--- src/hdl/fds_ram.sv ---
// ----------------------------------------------------------------------------
// Generic RAM
// One write port and one read port with registered read data.
// ----------------------------------------------------------------------------
module fds_ram #(
  parameter int WIDTH = 8,
  parameter int DEPTH = 256
) (
  input  logic                     clk,
  input  logic                     we,
  input  logic [$clog2(DEPTH)-1:0] waddr,
  input  logic [WIDTH-1:0]         wdata,
  input  logic                     re,
  input  logic [$clog2(DEPTH)-1:0] raddr,
  output logic [WIDTH-1:0]         rdata
);

  logic [WIDTH-1:0] mem [DEPTH];

  always_ff @(posedge clk) begin
    if (we) begin
      mem[waddr] <= wdata;
    end
    if (re) begin
      rdata <= mem[raddr];
    end
  end

endmodule

--- config.mk ---
export PLATFORM = sky130hd
export DESIGN_NAME = fds_ram
export DESIGN_NICKNAME = d
export VERILOG_FILES = /design/src/hdl/fds_ram.sv
export SDC_FILE = /design/constraint.sdc
export NUM_CORES = 2
export LEC_CHECK = 0
export BUFFER_PORTS_ARGS = -buffer_cell sky130_fd_sc_hd__buf_2
export CELL_PAD_IN_SITES_DETAIL_PLACEMENT = 0
export CELL_PAD_IN_SITES_GLOBAL_PLACEMENT = 1
export CORE_MARGIN = 8
export CORE_UTILIZATION = 55
export DETAILED_ROUTE_END_ITERATION = 8
export PLACE_DENSITY_LB_ADDON = 0.25
export SYNTH_ARGS = -nofsm -noshare
export SYNTH_HDL_FRONTEND = slang
export SYNTH_SLANG_ARGS = --single-unit
--- constraint.sdc ---
create_clock -name clk -period 5.4 [get_ports clk]
set_clock_uncertainty 0.05 [all_clocks]
set_input_delay 0.54 -clock clk [delete_from_list [all_inputs] [get_ports clk]]
set_output_delay 0.54 -clock clk [all_outputs]
set_load 0.02 [all_outputs]
==> impl_metrics.tcl <==
set metrics [dict create \
    status "finished clean" \
    p_total_mw 32.39 \
    grt_max_degree 169 \
    wl_um 194400 \
    mappedNetlistArea_mm2 0.07964 \
    rsz0062_at_grt "false" \
    rows 139 \
    synth_cells 3733 \
    drv_cap 0 \
    first_global_vias 38460 \
    start_kind "primary input" \
    min_period_over_period_pct 64.62 \
    synth_edf_count 2056 \
    path_clk_slew_ps 60 \
    gp_congestion 0.8665 \
    ys.flop_type "edfxtp_1" \
    ios 35 \
    cts_tree "built" \
    grt_use_met3_pct 4.755 \
    post_cts_buffers 0 \
    cts_sinks 2056 \
    syn_to_final_growth_pct 10.57 \
    dr_total_vias 38750 \
    clock_path_buffers 3 \
    final_layout_size_suffix_gt1_share_pct 21.98 \
    overflow 0 \
    fin_crit_ps 3489 \
    critPathSlowestCell "a221oi_1" \
    ctsHoldBuffers 0 \
    async_reset_ff_share_pct 0 \
    power_density_mw_per_mm2 367.8 \
    dieArea_mm2 0.1572 \
    cts-resized-gates 0 \
    die_height_um 396.5 \
    wire_per_inst_um 32.93 \
    numPortBuffers 34 \
    grt_pass1_wl_um 279900 \
    ys.warnings.count 0 \
    end_kind "flip-flop" \
    finalSetupViolations 0 \
    fp.coreArea_mm2 0.1437 \
    ant_nets 0 \
    critical_path_required_ps 5880 \
    relSlewSlack_pct 12.66 \
    clk_root_buffer_cell "clkbuf_16" \
    die_x_um 396.5 \
    hpwl_um 118000 \
    max_freq_ghz 0.2866 \
    critPathMaxFanout 40 \
    slowest_delay_ps 820 \
    numCtsBuffers 201 \
    worst_pin_slew_ps 1307 \
    hold_viol_final 0 \
    syn_nets 3760 \
    final_nets 3866 \
    antenna_found_initial 9 \
    grt.total_usage_pct 24.65 \
    grt_use_met2_pct 37.86 \
    dr.pass1.iters 6 \
    clk_latency_ps 830 \
    ys_ff_latch 2056 \
    grt_util_met1_pct 36.83 \
    worst_ep_arrival_time_ps 3960 \
    hold_class "in -> reg" \
    synth_area_per_cell_um2 21.33 \
    irDropWorstVdd_mv 0.3059 \
    ys_seq_area_share_pct 77.53 \
    top_usage_layer "met2" \
    h-tree-depth 4 \
    initial_core_util_pct 55.44 \
    drt_drc_violations_left 0 \
    routed_via_density 6.565 \
    drtIter0Drc 4938 \
    worstSetupPathType "in -> reg" \
    drv_slew 0 \
    finalSetupTns_ps 0 \
    power_leakage_nw 27.01 \
    path_cells "buf_8, buf_12, mux4_2, a22o_1, a221oi_1, o32ai_1, nor3_1, nor4_1" \
    synth_cell_types 54 \
    fillCellCount 9972 \
]
## cell type report
| cell class | instances | area, um2 | area share [%] |
|---|---|---|---|
| Antenna cell | 5 | 12.51 | 0.01421 |
| Timing Repair Buffer | 136 | 1250 | 1.419 |
| Tap cell | 1903 | 2381 | 2.704 |
| Clock inverter | 115 | 917.1 | 1.042 |
| Inverter | 2 | 7.507 | 0.008525 |
| Sequential cell | 2056 | 61740 | 70.11 |
| Clock buffer | 244 | 5234 | 5.944 |
| Multi-Input combinational cell | 1442 | 16520 | 18.76 |
## routing by layer
metal | wire, um | vias up
met5 | 13 | -
met2 | 91140 | 1882
met4 | 5331 | 2
met3 | 17620 | 302
li1 | - | 15900
met1 | 80290 | 20670
## path summary, 6_finish.rpt
check / slack (ps) / cells after the start / startpoint / endpoint
hold / removal: 70 / 1 / re / rdata[3]$_DFFE_PP_
setup / recovery: 1910 / 8 / raddr[0] / rdata[5]$_DFFE_PP_
hold reg to reg: 1110 / 5 / mem[63][3]$_DFFE_PP_ / rdata[3]$_DFFE_PP_
setup reg to reg: 2140 / 6 / mem[83][5]$_DFFE_PP_ / rdata[5]$_DFFE_PP_
## flip-flops by register name (all words and copies together) (netlist names)
register,flops
rdata,8
mem,2048
## synth_stat cells, drive strengths merged, types with 6 or more instances
| cell type | number | share of area, % |
|---|---|---|
| a22o | 8 | 0.088 |
| buf | 122 | 1.3 |
| a21oi | 96 | 0.60 |
| nand2 | 33 | 0.16 |
| nand2b | 8 | 0.063 |
| a221oi | 14 | 0.16 |
| nor2 | 282 | 1.3 |
| nand3 | 34 | 0.21 |
| o211ai | 10 | 0.094 |
| mux2i | 134 | 1.7 |
| nor4 | 27 | 0.24 |
| a22oi | 133 | 1.3 |
| nor3 | 22 | 0.14 |
| clkbuf | 111 | 0.52 |
| o22ai | 28 | 0.22 |
| and2 | 6 | 0.047 |
| a211oi | 16 | 0.15 |
| o21ai | 12 | 0.075 |
| edfxtp | 2056 | 78 |
| nor2b | 31 | 0.24 |
| nand4 | 10 | 0.079 |
| o221ai | 47 | 0.52 |
| mux4 | 456 | 13 |
## power by group
group	total, mW	switching [mW]	internal [mW]	leakage (nW)
clock network	13.2	5.83	7.36	2.99
logic	1.57	1.05	0.522	5.54
registers	17.6	0.0218	17.6	18.5
total	32.4	6.90	25.5	27.0
## per-stage QoR
stage                     utilization (%)  instance area [um2]  cells  setup slack, ps  hold slack, ps
after floorplan                         -                79640   3733             2734           588.9
after global placement              57.01                81890   5539             1109           915.0
after detailed placement            57.01                81890   5539             1005           910.9
after CTS                           61.29                88040   5898             1886           19.59
after global routing                61.29                88040   5898             1778           31.79
final                               61.30                88060   5903             1911           73.43
## placed cells by master, fill, tap and decap left out, types with 17 or more instances in the layout
cell,synthesis,final
nor3_1,22,22
nor2b_1,31,28
clkbuf_16,0,203
nor2_1,282,279
o22ai_1,28,28
clkbuf_1,111,41
nand3_1,34,28
clkinv_2,0,29
buf_2,31,22
nand2_1,33,33
a21oi_1,96,96
edfxtp_1,2056,2056
o221ai_1,46,46
a22oi_1,133,133
buf_12,8,17
nor4_1,24,24
mux2i_1,134,134
buf_4,27,87
mux4_2,454,454
clkinv_1,1,56
## kinds of logic (layout without fill, tap and decap cells)
| kind of cell | Yosys count | in the layout | share of synthesized area (%) |
|---|---|---|---|
| flip-flops | 2056 | 2056 | 77.53 |
| other | 0 | 5 | 0 |
| multiplexers | 591 | 591 | 14.60 |
| AO/OA/AOI/OAI | 385 | 385 | 3.416 |
| buffers and inverters | 235 | 497 | 1.829 |
| AND/OR/NAND/NOR | 466 | 466 | 2.625 |
## critical path: cells and delay by family
family	cells	cell delay [ps]
and+or+nand+nor	2	740
muxes	1	520
AOI/OAI and AO/OA	3	1340
buffers and inverters	2	730
(Power assumes the default switching activity.)
